## src/hdl/ffxd_pkg.sv

```systemverilog
// Package for the fixed-frame XOR deframer.
// Holds frame layout constants, counter widths, register codes and shared types.
// No dependencies; every module of the block imports it.
package ffxd_pkg;

  localparam int FRAME_LEN   = 8;
  localparam int COUNT_WIDTH = 32;
  localparam int OUT_CNT_W   = 32;

  // Result payload: two flags, type byte, two 16-bit values, four counters.
  localparam int PAYLOAD_W   = 1 + 1 + 8 + 16 + 16 + 4 * OUT_CNT_W;
  localparam int TDATA_OUT_W = ((PAYLOAD_W + 7) / 8) * 8;
  localparam int OUT_PAD_W   = TDATA_OUT_W - PAYLOAD_W;

  localparam logic [7:0] START_RESET = 8'hAA;
  localparam logic [7:0] END_RESET   = 8'h55;

  typedef logic [COUNT_WIDTH-1:0] cnt_t;

  typedef enum logic [0:0] {
    REG_START = 1'b0,
    REG_END   = 1'b1
  } reg_idx_t;

  // What one processed byte did to the frame state.
  typedef struct packed {
    logic               done;
    logic               ok;
    logic               start_hit;
    logic [7:0]         frame_type;
    logic signed [15:0] value_first;
    logic signed [15:0] value_second;
  } frame_evt_t;

  // Counter values after the byte, already cut to the result width.
  typedef struct packed {
    logic [OUT_CNT_W-1:0] bytes_seen;
    logic [OUT_CNT_W-1:0] starts_seen;
    logic [OUT_CNT_W-1:0] bad_frames;
    logic [OUT_CNT_W-1:0] good_frames;
  } cnt_view_t;

  function automatic logic [OUT_CNT_W-1:0] to_out(cnt_t c);
    logic [63:0] w;
    w = 64'(c);
    return w[OUT_CNT_W-1:0];
  endfunction

endpackage

```

## src/hdl/ffxd_frame.sv

```systemverilog
// Frame collector: fill position, byte store and the end-of-frame checks.
// Depends on ffxd_pkg.
module ffxd_frame (
  input  logic               clk,
  input  logic               rst,
  input  logic               fire,
  input  logic [7:0]         rx_byte,
  input  logic [7:0]         start_byte,
  input  logic [7:0]         end_byte,
  output ffxd_pkg::frame_evt_t evt
);
  import ffxd_pkg::*;

  logic [2:0] fill_pos;
  logic [2:0] fill_pos_next;
  logic [7:0] store [0:FRAME_LEN-2];
  logic [7:0] body_xor;
  logic       pass;

  assign body_xor = store[1] ^ store[2] ^ store[3] ^ store[4] ^ store[5];
  assign pass = (store[0] == start_byte) && (rx_byte == end_byte) && (body_xor == store[6]);

  always_comb begin
    evt           = '0;
    fill_pos_next = fill_pos;
    if (fill_pos == 3'd0) begin
      if (rx_byte == start_byte) begin
        evt.start_hit = 1'b1;
        fill_pos_next = 3'd1;
      end
    end else begin
      fill_pos_next = fill_pos + 3'd1;
      if (fill_pos == 3'(FRAME_LEN - 1)) begin
        evt.done = 1'b1;
        evt.ok   = pass;
        if (pass) begin
          evt.frame_type   = store[1];
          evt.value_first  = {store[2], store[3]};
          evt.value_second = {store[4], store[5]};
        end
      end
    end
  end

  always_ff @(posedge clk) begin
    if (rst) begin
      fill_pos <= 3'd0;
    end else if (fire) begin
      fill_pos <= fill_pos_next;
    end
  end

  // The last byte of a frame is checked on the fly and never stored.
  always_ff @(posedge clk) begin
    if (fire && (fill_pos != 3'(FRAME_LEN - 1)) && ((fill_pos != 3'd0) || evt.start_hit)) begin
      store[fill_pos] <= rx_byte;
    end
  end

  a_fill_steps: assert property (@(posedge clk) disable iff (rst)
    fire && (fill_pos != 3'd0) |=> fill_pos == $past(fill_pos) + 3'd1)
    else $error("fill position did not step inside a frame");

  a_done_rehunt: assert property (@(posedge clk) disable iff (rst)
    fire && evt.done |=> fill_pos == 3'd0)
    else $error("parser did not return to hunting after a frame");

  a_ok_only_done: assert property (@(posedge clk) disable iff (rst)
    evt.ok |-> evt.done && !evt.start_hit)
    else $error("good frame flagged outside a frame end");

endmodule

```

## src/hdl/ffxd_counters.sv

```systemverilog
// Wrapping statistics counters for bytes, starts, rejected and accepted frames.
// Depends on ffxd_pkg.
module ffxd_counters (
  input  logic                 clk,
  input  logic                 rst,
  input  logic                 fire,
  input  ffxd_pkg::frame_evt_t evt,
  output ffxd_pkg::cnt_view_t  view
);
  import ffxd_pkg::*;

  cnt_t byte_cnt, start_cnt, reject_cnt, accept_cnt;
  cnt_t byte_cnt_next, start_cnt_next, reject_cnt_next, accept_cnt_next;

  always_comb begin
    byte_cnt_next   = byte_cnt + cnt_t'(1);
    start_cnt_next  = evt.start_hit ? start_cnt + cnt_t'(1) : start_cnt;
    reject_cnt_next = (evt.done && !evt.ok) ? reject_cnt + cnt_t'(1) : reject_cnt;
    accept_cnt_next = (evt.done && evt.ok) ? accept_cnt + cnt_t'(1) : accept_cnt;
  end

  always_ff @(posedge clk) begin
    if (rst) begin
      byte_cnt   <= '0;
      start_cnt  <= '0;
      reject_cnt <= '0;
      accept_cnt <= '0;
    end else if (fire) begin
      byte_cnt   <= byte_cnt_next;
      start_cnt  <= start_cnt_next;
      reject_cnt <= reject_cnt_next;
      accept_cnt <= accept_cnt_next;
    end
  end

  // Results report the counts including the byte being processed.
  assign view.bytes_seen  = to_out(byte_cnt_next);
  assign view.starts_seen = to_out(start_cnt_next);
  assign view.bad_frames  = to_out(reject_cnt_next);
  assign view.good_frames = to_out(accept_cnt_next);

endmodule

```

## src/hdl/fixed_frame_xor_deframer.sv

```systemverilog
// Top level of the fixed-frame XOR deframer: streams, APB registers, pipeline.
// Depends on ffxd_pkg, ffxd_frame and ffxd_counters.
//
// Channel   Dir  Handshake          Payload
// s_*       in   s_tvalid/s_tready  s_tdata[7:0] = rx_byte
// m_*       out  m_tvalid/m_tready  m_tdata[175:0] = one result per byte
// APB       in   psel/penable       start_byte at 0x0, end_byte at 0x4
//
// Each byte passes through the input register, then is processed and loads the
// result register. A byte can be accepted every cycle unless the output stalls.
// Reset (rst, synchronous) clears the parser to hunting, the counters and
// the registers to their defaults. A stalled result register stalls the
// input register, which still accepts a transfer whenever it drains in the
// same cycle.
module fixed_frame_xor_deframer (
  input  logic        clk,
  input  logic        rst,
  input  logic        s_tvalid,
  output logic        s_tready,
  input  logic [7:0]  s_tdata,   // rx_byte[7:0]
  output logic        m_tvalid,
  input  logic        m_tready,
  // frame_ok[0], frame_bad[1], frame_type[9:2], value_first[25:10],
  // value_second[41:26], bytes_seen[73:42], starts_seen[105:74],
  // bad_frames[137:106], good_frames[169:138], zero pad[175:170]
  output logic [ffxd_pkg::TDATA_OUT_W-1:0] m_tdata,
  input  logic        psel,
  input  logic        penable,
  input  logic        pwrite,
  input  logic [2:0]  paddr,
  input  logic [31:0] pwdata,
  output logic [31:0] prdata,
  output logic        pready
);
  import ffxd_pkg::*;

  logic       in_valid;
  logic [7:0] in_byte;
  logic       advance;
  logic       fire;
  logic [7:0] start_byte;
  logic [7:0] end_byte;
  reg_idx_t   reg_idx;
  frame_evt_t evt;
  cnt_view_t  view;
  logic [TDATA_OUT_W-1:0] result;

  // Configuration registers. Only bit 2 of the address selects a register.
  assign pready  = 1'b1;
  assign reg_idx = reg_idx_t'(paddr[2]);

  always_ff @(posedge clk) begin
    if (rst) begin
      start_byte <= START_RESET;
      end_byte   <= END_RESET;
    end else if (psel && penable && pwrite && pready) begin
      unique case (reg_idx)
        REG_START: start_byte <= pwdata[7:0];
        REG_END:   end_byte   <= pwdata[7:0];
        default: ;
      endcase
    end
  end

  always_comb begin
    unique case (reg_idx)
      REG_START: prdata = {24'd0, start_byte};
      REG_END:   prdata = {24'd0, end_byte};
      default:   prdata = '0;
    endcase
  end

  // The input register moves into the result register whenever the result
  // register is empty or being emptied by the downstream transfer.
  assign advance  = !m_tvalid || m_tready;
  assign fire     = in_valid && advance;
  assign s_tready = !in_valid || advance;

  always_ff @(posedge clk) begin
    if (rst) begin
      in_valid <= 1'b0;
    end else if (s_tvalid && s_tready) begin
      in_valid <= 1'b1;
    end else if (fire) begin
      in_valid <= 1'b0;
    end
  end

  always_ff @(posedge clk) begin
    if (s_tvalid && s_tready) begin
      in_byte <= s_tdata;
    end
  end

  ffxd_frame u_frame (
    .clk        (clk),
    .rst        (rst),
    .fire       (fire),
    .rx_byte    (in_byte),
    .start_byte (start_byte),
    .end_byte   (end_byte),
    .evt        (evt)
  );

  ffxd_counters u_counters (
    .clk  (clk),
    .rst  (rst),
    .fire (fire),
    .evt  (evt),
    .view (view)
  );

  // Result register and its valid flag.
  always_ff @(posedge clk) begin
    if (rst) begin
      m_tvalid <= 1'b0;
    end else if (fire) begin
      m_tvalid <= 1'b1;
    end else if (m_tready) begin
      m_tvalid <= 1'b0;
    end
  end

  always_ff @(posedge clk) begin
    if (fire) begin
      result <= {{OUT_PAD_W{1'b0}}, view.good_frames, view.bad_frames, view.starts_seen,
                 view.bytes_seen, evt.value_second, evt.value_first, evt.frame_type,
                 evt.done && !evt.ok, evt.ok};
    end
  end

  assign m_tdata = result;

  a_flags_exclusive: assert property (@(posedge clk) disable iff (rst)
    m_tvalid |-> !(m_tdata[0] && m_tdata[1]))
    else $error("result flagged both good and bad");

  a_fire_fills: assert property (@(posedge clk) disable iff (rst)
    fire |=> m_tvalid)
    else $error("processed byte produced no result");

  a_stall_cause: assert property (@(posedge clk) disable iff (rst)
    !s_tready |-> in_valid && m_tvalid && !m_tready)
    else $error("input stalled without a downstream stall");

  a_count_step: assert property (@(posedge clk) disable iff (rst)
    fire && m_tvalid && m_tready |=> m_tdata[73:42] == $past(m_tdata[73:42]) + 32'd1)
    else $error("byte count did not advance by one");

endmodule

```

## config.mk

```make
export PLATFORM = sky130hd
export DESIGN_NAME = fixed_frame_xor_deframer
export DESIGN_NICKNAME = d
export VERILOG_FILES = /design/src/hdl/ffxd_pkg.sv /design/src/hdl/ffxd_frame.sv /design/src/hdl/ffxd_counters.sv /design/src/hdl/fixed_frame_xor_deframer.sv
export SDC_FILE = /design/constraint.sdc
export NUM_CORES = 1
export LEC_CHECK = 0
export BUFFER_PORTS_ARGS = -buffer_cell sky130_fd_sc_hd__buf_2
export CORE_UTILIZATION = 52
export CTS_CLUSTER_SIZE = 30
export DETAILED_ROUTE_END_ITERATION = 7
export HOLD_SLACK_MARGIN = 0.06
export PLACE_DENSITY_LB_ADDON = 0.05
export SYNTH_ARGS = -nofsm -noshare
export SYNTH_HDL_FRONTEND = slang
export SYNTH_SLANG_ARGS = --single-unit
```

## constraint.sdc

```tcl
create_clock -name clk -period 12.4 [get_ports clk]
set_clock_uncertainty 0.05 [all_clocks]
set_input_delay 2.48 -clock clk [delete_from_list [all_inputs] [get_ports clk]]
set_output_delay 2.48 -clock clk [all_outputs]
set_load 0.02 [all_outputs]
```

==> metrics.yaml, run 1 <==
floorplanning:
  coreArea_sq_mm: 0.0329
  row_count: 66
  pin_count: 261
  die_width_um: 186
  initial_core_util: 0.535
  die_h_um: 186
  die_area_sq_mm: 0.0345
yosys:
  synth_edf_count: 234
  async_flop_share: 0
  netlist_area_sq_mm: 0.0176
  synth_top_family_by_area: "simple AND/OR/NAND/NOR gates"
  synth_seq_cells: 383
  yosysWarnings: 0
  synthAdderAreaFrac: 0.00498
  synth_cell_types: 53
  yosys-mux-area-fraction: 0.0164
  ys.flop_type: "edfxtp_1"
  synth_compound_area_frac: 0.0503
  synthXorXnorAreaFrac: 0.120
  synth_cells: 1570
  synth-simple-area-share: 0.197
  postSynthAreaPerCell_sq_um: 11.2
  seq_area_frac_synth: 0.570
setup_path:
  crit_top_cell: "buf_2"
  critPathKind: "input port to output pin"
  cp.buffers_inverters: 2
  crit_chain: "buf_2, mux2_2, buf_2"
  cp.required_ns: 9.87
  endpoint_kind: "output pin"
  cp_data_arrival_time_ns: 3.29
  cp-start-kind: "input port"
  slowest_stage: "mux2_2"
  cp_max_fo: 11
  crit_family: "buffers and inverters"
  slowest_delay_ns: 0.39
drt:
  detailroute.via_count: 11882
  wire_per_inst_um: 16.2
  drt_wl_total_um: 35700
  final_antenna_net_count: 0
  vias_per_cell: 5.38
  drc: 0
  dr.pass1.iters: 7
  drtIter0Drc: 761
sta:
  hold_viol: 0
  min_period_over_period: 0.469
  slew_viol_final: 0
  min_period_ns: 5.82
  setup_viol: 0
  hold_ws_ns: 0.441
  relSlewSlack: 0.182
  rsz0062_at_grt: "false"
  max_freq_ghz: 0.172
  worst_pin_slew_ns: 1.22
  setup-tns-final_ns: 0
placed_design:
  dp_hpwl_um: 22600
  gp_congestion: 0.796
  placedCellCount: 2135
  io_buffers: 203
pwr:
  powerDensity_mw_per_mm2: 136
  totalPowerFinal_w: 0.00272
  internal-power_w: 0.00213
  vdd_drop_max_mv: 0.0904
  p_sw_w: 0.000591
  p_comb_frac: 0.045
  swShare: 0.218
  seq_power_share: 0.511
  leakagePower_nw: 7.30
  clkPwrFrac: 0.444
layout:
  layout.cells.most_common: "edfxtp_1"
  final_cell_mix: "edfxtp_1, buf_2, dfxtp_1, xnor2_1, nor2_1"
  nets: 1793
  instances_no_fill: 2208
  n_fill_cell: 2758
  post-route-util: 0.610
  drive_above_1_share: 0.183
  synthToLayoutAreaGrowth_pct: 14.1
  diodes: 0
worst_hold_path:
  hold_class: "flop to flop"
global_route:
  antenna_found_initial: 0
  grt_pass1_wl_um: 56500
  grt_max_degree: 116
  grt_pass1_vias: 10968
  grt.total_usage: 0.206
  grt_overflow: 0
cts:
  clockBufferDepth: 3
  postCtsHoldBufs: 0
  post_cts_buffers: 0
  htreeDepth: 2
  path_clk_slew_ns: 0.06
  cts_root_buffer: "clkbuf_16"
  cts_tree: "yes"
  cts_buffers: 41
  clkLatencyLatePin_ns: 0.52
  clock-sinks: 383
  cts-resized-gates: 0
run_status:
  status: "completed"
job:
  max_cap_violations: 0
## path summary, 6_finish.rpt
| kind | endpoint | depth (start not counted) | slack, ns | start |
|---|---|---|---|---|
| worst min register to register | end_byte[1]$_SDFFE_PP0P_ | 2 | 0.44 | end_byte[1]$_SDFFE_PP0P_ |
| worst max-delay path | prdata[2] | 3 | 6.58 | paddr[2] |
| worst min-delay path | end_byte[1]$_SDFFE_PP0P_ | 2 | 0.44 | end_byte[1]$_SDFFE_PP0P_ |
| worst max register to register | m_tdata[107]$_DFFE_PP_ | 8 | 8.15 | u_frame.store[3][6]$_DFFE_PP_ |
## cells by family after synthesis
| kind of cell | after synthesis |
|---|---|
| DFF | 383 |
| adders and majority gates | 7 |
| buffers and inverters | 142 |
| xor gates and xnor gates | 226 |
| other | 2 |
| AOI/OAI and AO/OA | 145 |
| and+or+nand+nor | 639 |
| muxes | 26 |
## worst reg2reg max path, cell delays in order (launching register included)
cell,delay (ns)
edfxtp_1,0.40
xnor2_1,0.21
xnor3_1,0.47
nor4_4,0.42
nand4_2,0.71
inv_2,0.78
buf_4,0.46
nor2_1,0.18
mux2_2,0.33
## synth_stat cells (8+ instances only)
cell,n,area (sq um)
o31ai_1,33,248
or3_1,15,93.8
dfxtp_1,149,2980
nor4_1,13,81.3
a21oi_1,68,340
xor2_1,90,788
buf_4,39,293
clkbuf_1,57,214
buf_2,16,80.1
and2_1,56,350
nor3_1,42,210
or4_1,39,293
xnor3_1,8,180
mux2_2,16,180
inv_1,23,86.3
and3_1,38,238
nor2_1,122,458
and4_1,15,131
nand3_1,78,390
nand4_1,57,357
nand2_1,114,428
edfxtp_1,234,7030
xnor2_1,126,1100
a31o_2,11,96.3
o21ai_0,24,120
nor2b_1,19,119
## power by group through the flow
stage | Sequential, W | Clock (W) | Combinational, W
2_1_floorplan | 0.00145 | 0 | 0.0000539
3_3_place_gp | 0.00142 | 0 | 0.000122
3_5_place_dp | 0.00142 | 0 | 0.000122
4_1_cts | 0.00139 | 0.00123 | 0.000123
5_1_grt | 0.00139 | 0.00128 | 0.000131
6_report | 0.00139 | 0.00121 | 0.000121
## metrics by stage
stage | instance area [sq um] | setup WS [ns]
floorplan | 17700 | 3.72
global route | 20000 | 6.25
global placement | 18700 | 6.03
CTS | 20000 | 6.50
detailed placement | 18700 | 5.94
finish | 20000 | 6.58
## area by class of cell
class,count,area (sq um),area share
timing repair buffer,212,1090,0.0542
sequential,383,10000,0.499
multi-input combinational,1074,6970,0.348
clock buffer,52,1120,0.0558
inverter,24,97.6,0.00487
clock inverter,21,206,0.0103
tap,442,553,0.0276
## state kept, by name, indices dropped and copies added (netlist names), 8 cells and up
signal and count:
start_byte 8, u_counters.byte_cnt 32, u_frame.store 56, end_byte 8
in_byte 8, m_tdata 170, u_counters.start_cnt 32, u_counters.accept_cnt 32
u_counters.reject_cnt 32
## routing by layer
metal,up-vias,GRT usage,routed length [um]
li1,5899,-,-
met3,59,0.0444,2090
met4,0,0.0646,857
met5,-,0,0
met2,275,0.341,16700
met1,5649,0.270,16100
No activity file was read; power rests on OpenSTA's default activity.
==> inputs of run 2 (changes only) <==
- ABC_AREA: unset -> 1
- clock period: 12.4 -> 5.59 ns (I/O delays scaled with it)
==> run 2 against run 1 <==
Compared with the run above:
- die area up 6.7%
- critical path type is now flop to flop
- critical path depth up 12
- setup slack worse by 4.6 ns
==> metrics.yaml, run 2 <==
sta:
  hold_viol: 0
  setup-tns-final_ns: 0
  worst_pin_slew_ns: 1.02
  setup_viol: 0
  max_freq_ghz: 0.276
  min_period_over_period: 0.649
  relSlewSlack: 0.317
  min_period_ns: 3.63
  hold_ws_ns: 0.451
  slew_viol_final: 0
  rsz0062_at_grt: "false"
yosys:
  synth_seq_cells: 383
  yosysMostFrequentCell: "nand2_1"
  ys.flop_type: "edfxtp_1"
  synthAdderAreaFrac: 0.00467
  netlist.area_leader.share: 0.375
  ys_top_cells_by_area: "edfxtp_1, dfxtp_1, nand2_1, inv_1, nand3_1"
  synth_top_cells_by_count: "nand2_1, inv_1, edfxtp_1"
  synth_cell_types: 44
  yosysWarnings: 0
  seq_area_frac_synth: 0.534
  postSynthAreaPerCell_sq_um: 8.41
  synth_top_family_by_area: "simple AND/OR/NAND/NOR gates"
  synth_cells: 2231
  yosysTopAreaCell: "edfxtp_1"
  synth_compound_area_frac: 0.0626
  synth_edf_count: 234
  yosys-mux-area-fraction: 0
  synthXorXnorAreaFrac: 0.0565
  synth-simple-area-share: 0.243
  netlist_area_sq_mm: 0.0188
  async_flop_share: 0
layout:
  layout.cells.most_common: "nand2_1"
  final_cell_mix: "nand2_1, inv_1, edfxtp_1, nor2_1, buf_2"
  largest_register_ff_count: 170
  synthToLayoutAreaGrowth_pct: 14.3
  drive_above_1_share: 0.133
  nets: 2476
job:
  max_cap_violations: 0
setup_path:
  cp_max_fo: 47
  cp.required_ns: 5.85
  slowest_delay_ns: 0.74
  crit_family: "simple AND/OR/NAND/NOR gates"
  cp.buffers_inverters: 3
  slowest_stage: "nor2_4"
  crit_top_cell: "nand2_1"
  crit_chain: "ha_1, ha_1, inv_2, nor2_4, nand3_2, nor2_1, nand2_1, nor2_1, nand2_1, nor2_2, nand4_1, buf_4, buf_4, o21ai_0, nand2_1"
  cp-start-kind: "flop"
  cp_data_arrival_time_ns: 3.89
  critPathKind: "flop to flop"
  endpoint_kind: "flop"
cts:
  clock-sinks: 383
  cts-resized-gates: 0
  path_clk_slew_ns: 0.06
  postCtsHoldBufs: 0
  cts_buffers: 43
  htreeDepth: 2
  cts_tree: "yes"
  cts_root_buffer: "clkbuf_16"
  post_cts_buffers: 0
  clockBufferDepth: 3
  clkLatencyLatePin_ns: 0.57
pwr:
  powerDensity_mw_per_mm2: 309
  swShare: 0.248
  leakagePower_nw: 9.64
  vdd_drop_max_mv: 0.300
  p_sw_w: 0.00164
  clkPwrFrac: 0.423
  p_comb_frac: 0.085
  seq_power_share: 0.491
  internal-power_w: 0.00498
floorplanning:
  die_width_um: 192
  coreArea_sq_mm: 0.0356
  initial_core_util: 0.527
  die_h_um: 192
  die_area_sq_mm: 0.0368
  row_count: 69
  pin_count: 261
drt:
  dr.pass1.iters: 6
  final_antenna_net_count: 0
  wire_per_inst_um: 15.5
  detailroute.via_count: 15028
  drtIter0Drc: 899
  drt_wl_total_um: 45300
  drc: 0
  vias_per_cell: 5.16
global_route:
  grt_pass1_wl_um: 71700
  grt.total_usage: 0.248
  antenna_found_initial: 2
  grt_max_degree: 105
  grt_pass1_vias: 14239
  grt_overflow: 0
worst_hold_path:
  hold_class: "flop to flop"
placed_design:
  dp_hpwl_um: 31200
  io_buffers: 203
  gp_congestion: 0.883
run_status:
  status: "completed"
==> run 2: cell types whose count changed after synthesis, moves of 16 or more <==
| cell | before | now |
|---|---|---|
| a21oi_1 | 68 | 115 |
| and2_1 | 56 | 1 |
| and3_1 | 38 | 0 |
| inv_1 | 23 | 341 |
| mux2_2 | 16 | 0 |
| nand2_1 | 114 | 482 |
| nand3_1 | 78 | 188 |
| nor2_1 | 122 | 216 |
| nor2b_1 | 19 | 0 |
| o21ai_0 | 24 | 94 |
| o31ai_1 | 33 | 0 |
| or4_1 | 39 | 0 |
| xnor2_1 | 126 | 16 |
==> run 2: cell type report <==
type | count | area, sq um
Antenna cell | 2 | 5.00
Clock buffer | 59 | 1180
Clock inverter | 19 | 211
Fill cell | 3161 | 14100
Inverter | 350 | 1320
Multi-Input combinational cell | 1427 | 7020
Sequential cell | 383 | 10000
Tap cell | 461 | 577
Timing Repair Buffer | 214 | 1110
==> run 2: power by group through the flow <==
stage	sequential, W	clock, W	combinational (W)
after detailed placement	0.00331	0	0.000563
after global placement	0.00331	0	0.000551
after floorplan	0.00338	0	0.000338
final	0.00326	0.00280	0.000565
after CTS	0.00326	0.00287	0.000568
after global routing	0.00327	0.00297	0.000635
==> run 2: cells by family (layout without fill, tap and decap cells) <==
group / Yosys count / in the layout
xor gates and xnor gates: 121 / 121
buffers and inverters: 450 / 642
adders and majority gates: 7 / 7
AOI/OAI and AO/OA: 229 / 229
and+or+nand+nor: 1039 / 1039
other: 2 / 33
DFF: 383 / 383
==> run 2: metal layers <==
layer	up-vias	part of all wire	wire length [um]	GRT usage
met1	7038	0.43	19400	0.308
met5	-	0	0	0
li1	7569	-	-	-
met3	58	0.056	2550	0.0468
met2	363	0.49	22300	0.427
met4	0	0.022	1020	0.0885
==> run 2: worst paths after layout <==
kind | start | end | slack [ns] | depth (start not counted)
min reg2reg | u_frame.fill_pos[0]$_SDFFE_PP0P_ | u_frame.fill_pos[0]$_SDFFE_PP0P_ | 0.45 | 1
min | u_frame.fill_pos[0]$_SDFFE_PP0P_ | u_frame.fill_pos[0]$_SDFFE_PP0P_ | 0.45 | 1
max reg2reg | u_frame.fill_pos[1]$_SDFFE_PP0P_ | m_tdata[144]$_DFFE_PP_ | 1.96 | 15
max | u_frame.fill_pos[1]$_SDFFE_PP0P_ | m_tdata[144]$_DFFE_PP_ | 1.96 | 15
==> run 2: worst reg2reg max path: cells and delay by family, from the launching register on <==
kind,cells,cell delay [ns]
and+or+nand+nor,9,1.52
buffers and inverters,3,0.71
adders and majority gates,2,0.39
DFF,1,0.38
AOI/OAI and AO/OA,1,0.33
==> run 2: metrics by stage <==
step | instances | instance area (sq um) | power (W) | util | setup WS, ns
finish | 2915 | 21400 | 0.00663 | 0.603 | 1.96
global route | 2915 | 21400 | 0.00688 | 0.603 | 1.60
CTS | 2913 | 21400 | 0.00669 | 0.602 | 1.94
detailed placement | 2835 | 20000 | 0.00388 | 0.563 | 1.90
global placement | 2835 | 20000 | 0.00386 | 0.563 | 1.93
floorplan | 2260 | 18900 | 0.00372 | - | 1.10
==> inputs of run 3 (changes only) <==
- clock period: 5.59 -> 3.42 ns (I/O delays scaled with it)
==> run 3 against run 2 <==
Compared with the run above:
- first-iteration DRC count fell by 1.4%
- cell area grew 0.83%
- utilization rose by 0.50 points
- power grew 67%
- worst hold slack got worse by 0.21 ns
- setup slack lost 1.4 ns
- critical path depth is 1 higher
- sequential power is 63% higher
- count of clock-buffer cells in the layout rose by 1
- critical path type unchanged
- critical endpoint is now m_tdata[109]$_DFFE_PP_
- largest cell class unchanged
==> metrics.yaml, run 3 (synthesis results as in run 2) <==
setup_path:
  reg2reg_slack_ns: 0.55
  reg2reg_from: "u_frame.fill_pos[0]$_SDFFE_PP0P_"
  slowest_stage: "dfxtp_1"
  r2r_cells: 16
  crit_chain: "ha_1, ha_1, inv_2, nor2_4, nand3_2, nor2_1, nand2_1, nor2_1, nand2_1, nor2_2, nand4_1, buf_12, nand2_1, buf_4, nand2_1, nand2_1"
  cp_max_fo: 47
  crit_top_cell: "nand2_1"
  cp_data_arrival_time_ns: 3.24
  crit_family: "simple AND/OR/NAND/NOR gates"
  cp.buffers_inverters: 3
  cp.required_ns: 3.79
  critPathKind: "flop to flop"
  cp-start-kind: "flop"
  reg2reg_to: "m_tdata[109]$_DFFE_PP_"
  endpoint_kind: "flop"
  slowest_delay_ns: 0.38
layout:
  layout.cells.most_common: "nand2_1"
  final_cell_mix: "nand2_1, inv_1, edfxtp_1, nor2_1, buf_2"
  n_fill_cell: 3188
  drive_above_1_share: 0.136
  instances_no_fill: 2922
  synthToLayoutAreaGrowth_pct: 15.2
  largest_register_ff_count: 170
  multi_input_area_sq_mm: 0.00700
  ff_latch_area_sq_mm: 0.0100
  nets: 2483
placed_design:
  dp_hpwl_um: 30900
  placedCellCount: 2843
  io_buffers: 203
  gp_congestion: 0.884
sta:
  worst_pin_slew_ns: 0.922
  max_freq_ghz: 0.348
  setup-tns-final_ns: 0
  relSlewSlack: 0.383
  min_period_ns: 2.87
  setup_viol: 0
  slew_viol_final: 0
  rsz0062_at_grt: "false"
  min_period_over_period: 0.839
  hold_viol: 0
global_route:
  grt_overflow: 0
  grt_max_degree: 160
  grt_pass1_vias: 14016
  grt.total_usage: 0.246
  antenna_found_initial: 1
  grt_pass1_wl_um: 71000
drt:
  detailroute.via_count: 15085
  final_antenna_net_count: 0
  dr.pass1.iters: 5
  drc: 0
  drt_wl_total_um: 45100
  wire_per_inst_um: 15.4
  drtIter0Drc: 886
  vias_per_cell: 5.16
cts:
  cts-resized-gates: 0
  path_clk_slew_ns: 0.06
  clkLatencyLatePin_ns: 0.57
  htreeDepth: 2
  cts_buffers: 42
  postCtsHoldBufs: 0
  cts_root_buffer: "clkbuf_16"
  post_cts_buffers: 0
  clock-sinks: 383
  cts_tree: "yes"
  clockBufferDepth: 3
floorplanning:
  die_h_um: 192
  coreArea_sq_mm: 0.0356
  pin_count: 261
  row_count: 69
  die_width_um: 192
  initial_core_util: 0.527
  die_area_sq_mm: 0.0368
pwr:
  vdd_drop_max_mv: 0.532
  powerDensity_mw_per_mm2: 511
  leakagePower_nw: 9.74
worst_hold_path:
  min_path_cells: 1
  worstHoldEndpoint: "in_byte[7]$_DFFE_PP_"
  hold_path_startpoint: "s_tdata[7]"
  hold_class: "input port to flop"
run_status:
  status: "completed"
job:
  max_cap_violations: 0
[run 3: cell count changes in the layout (fill, tap and decap cells not counted), moves of 3 or more]
cell	change
clkinv_1	-3
nor3_1	+3
nor3_2	-3
buf_4	+3
buf_12	+5
[run 3: layout make-up]
| cell class | instances | share of cell area |
|---|---|---|
| diodes | 1 | 0.000116 |
| clock buffers | 60 | 0.0556 |
| clock inverters | 18 | 0.0120 |
| inverters | 350 | 0.0611 |
| multi-input cells | 1427 | 0.324 |
| flip-flops and latches | 383 | 0.463 |
| well taps | 461 | 0.0267 |
| repair buffers | 222 | 0.0572 |
[run 3: metrics by stage]
| step | utilization | area [sq um] | total power [W] | hold slack (ns) | worst slack (ns) |
|---|---|---|---|---|---|
| after floorplan | - | 18900 | 0.00607 | 0.403 | 0.320 |
| after global placement | 0.566 | 20100 | 0.00632 | 0.428 | 0.585 |
| after detailed placement | 0.566 | 20100 | 0.00635 | 0.442 | 0.569 |
| after CTS | 0.608 | 21600 | 0.0112 | 0.207 | 0.546 |
| after global routing | 0.608 | 21600 | 0.0114 | 0.215 | 0.293 |
| final | 0.608 | 21600 | 0.0110 | 0.243 | 0.551 |
[run 3: worst reg2reg max path, cell delays in order (launching register included)]
cell	delay (ns)
dfxtp_1	0.38
ha_1	0.16
ha_1	0.21
inv_2	0.08
nor2_4	0.16
nand3_2	0.07
nor2_1	0.09
nand2_1	0.05
nor2_1	0.10
nand2_1	0.08
nor2_2	0.10
nand4_1	0.17
buf_12	0.22
nand2_1	0.15
buf_4	0.35
nand2_1	0.15
nand2_1	0.14
[run 3: report_power, final]
group / leakage [nW] / total, W / internal, W / switching [W]
sequential: 3.40 / 0.00532 / 0.00515 / 0.000172
combinational: 5.62 / 0.000931 / 0.000283 / 0.000648
clock: 0.719 / 0.00479 / 0.00291 / 0.00188
total: 9.74 / 0.0110 / 0.00835 / 0.00270
[run 3: per-layer routing]
layer	vias to the layer above	global-route usage	wire [um]	share of wire
met3	72	0.0481	2270	0.050
met4	0	0.0809	1190	0.026
met2	376	0.421	22100	0.49
li1	7573	-	-	-
met1	7064	0.311	19500	0.43
met5	-	0	0	0
[run 3: how the worst max path moves through the flow]
stage                                      from                            end  slack (ns)  depth (start not counted)
2_1_floorplan                          m_tready           m_tdata[0]$_DFFE_PP_        0.32                          6
3_3_place_gp               in_byte[4]$_DFFE_PP_  u_frame.store[2][6]$_DFFE_PP_        0.59                         12
3_5_place_dp               in_byte[1]$_DFFE_PP_  u_frame.store[2][6]$_DFFE_PP_        0.57                         12
4_1_cts                    in_byte[4]$_DFFE_PP_  u_frame.store[2][4]$_DFFE_PP_        0.55                         12
5_1_grt        u_frame.fill_pos[0]$_SDFFE_PP0P_         m_tdata[109]$_DFFE_PP_        0.29                         17
6_report       u_frame.fill_pos[0]$_SDFFE_PP0P_         m_tdata[109]$_DFFE_PP_        0.55                         16
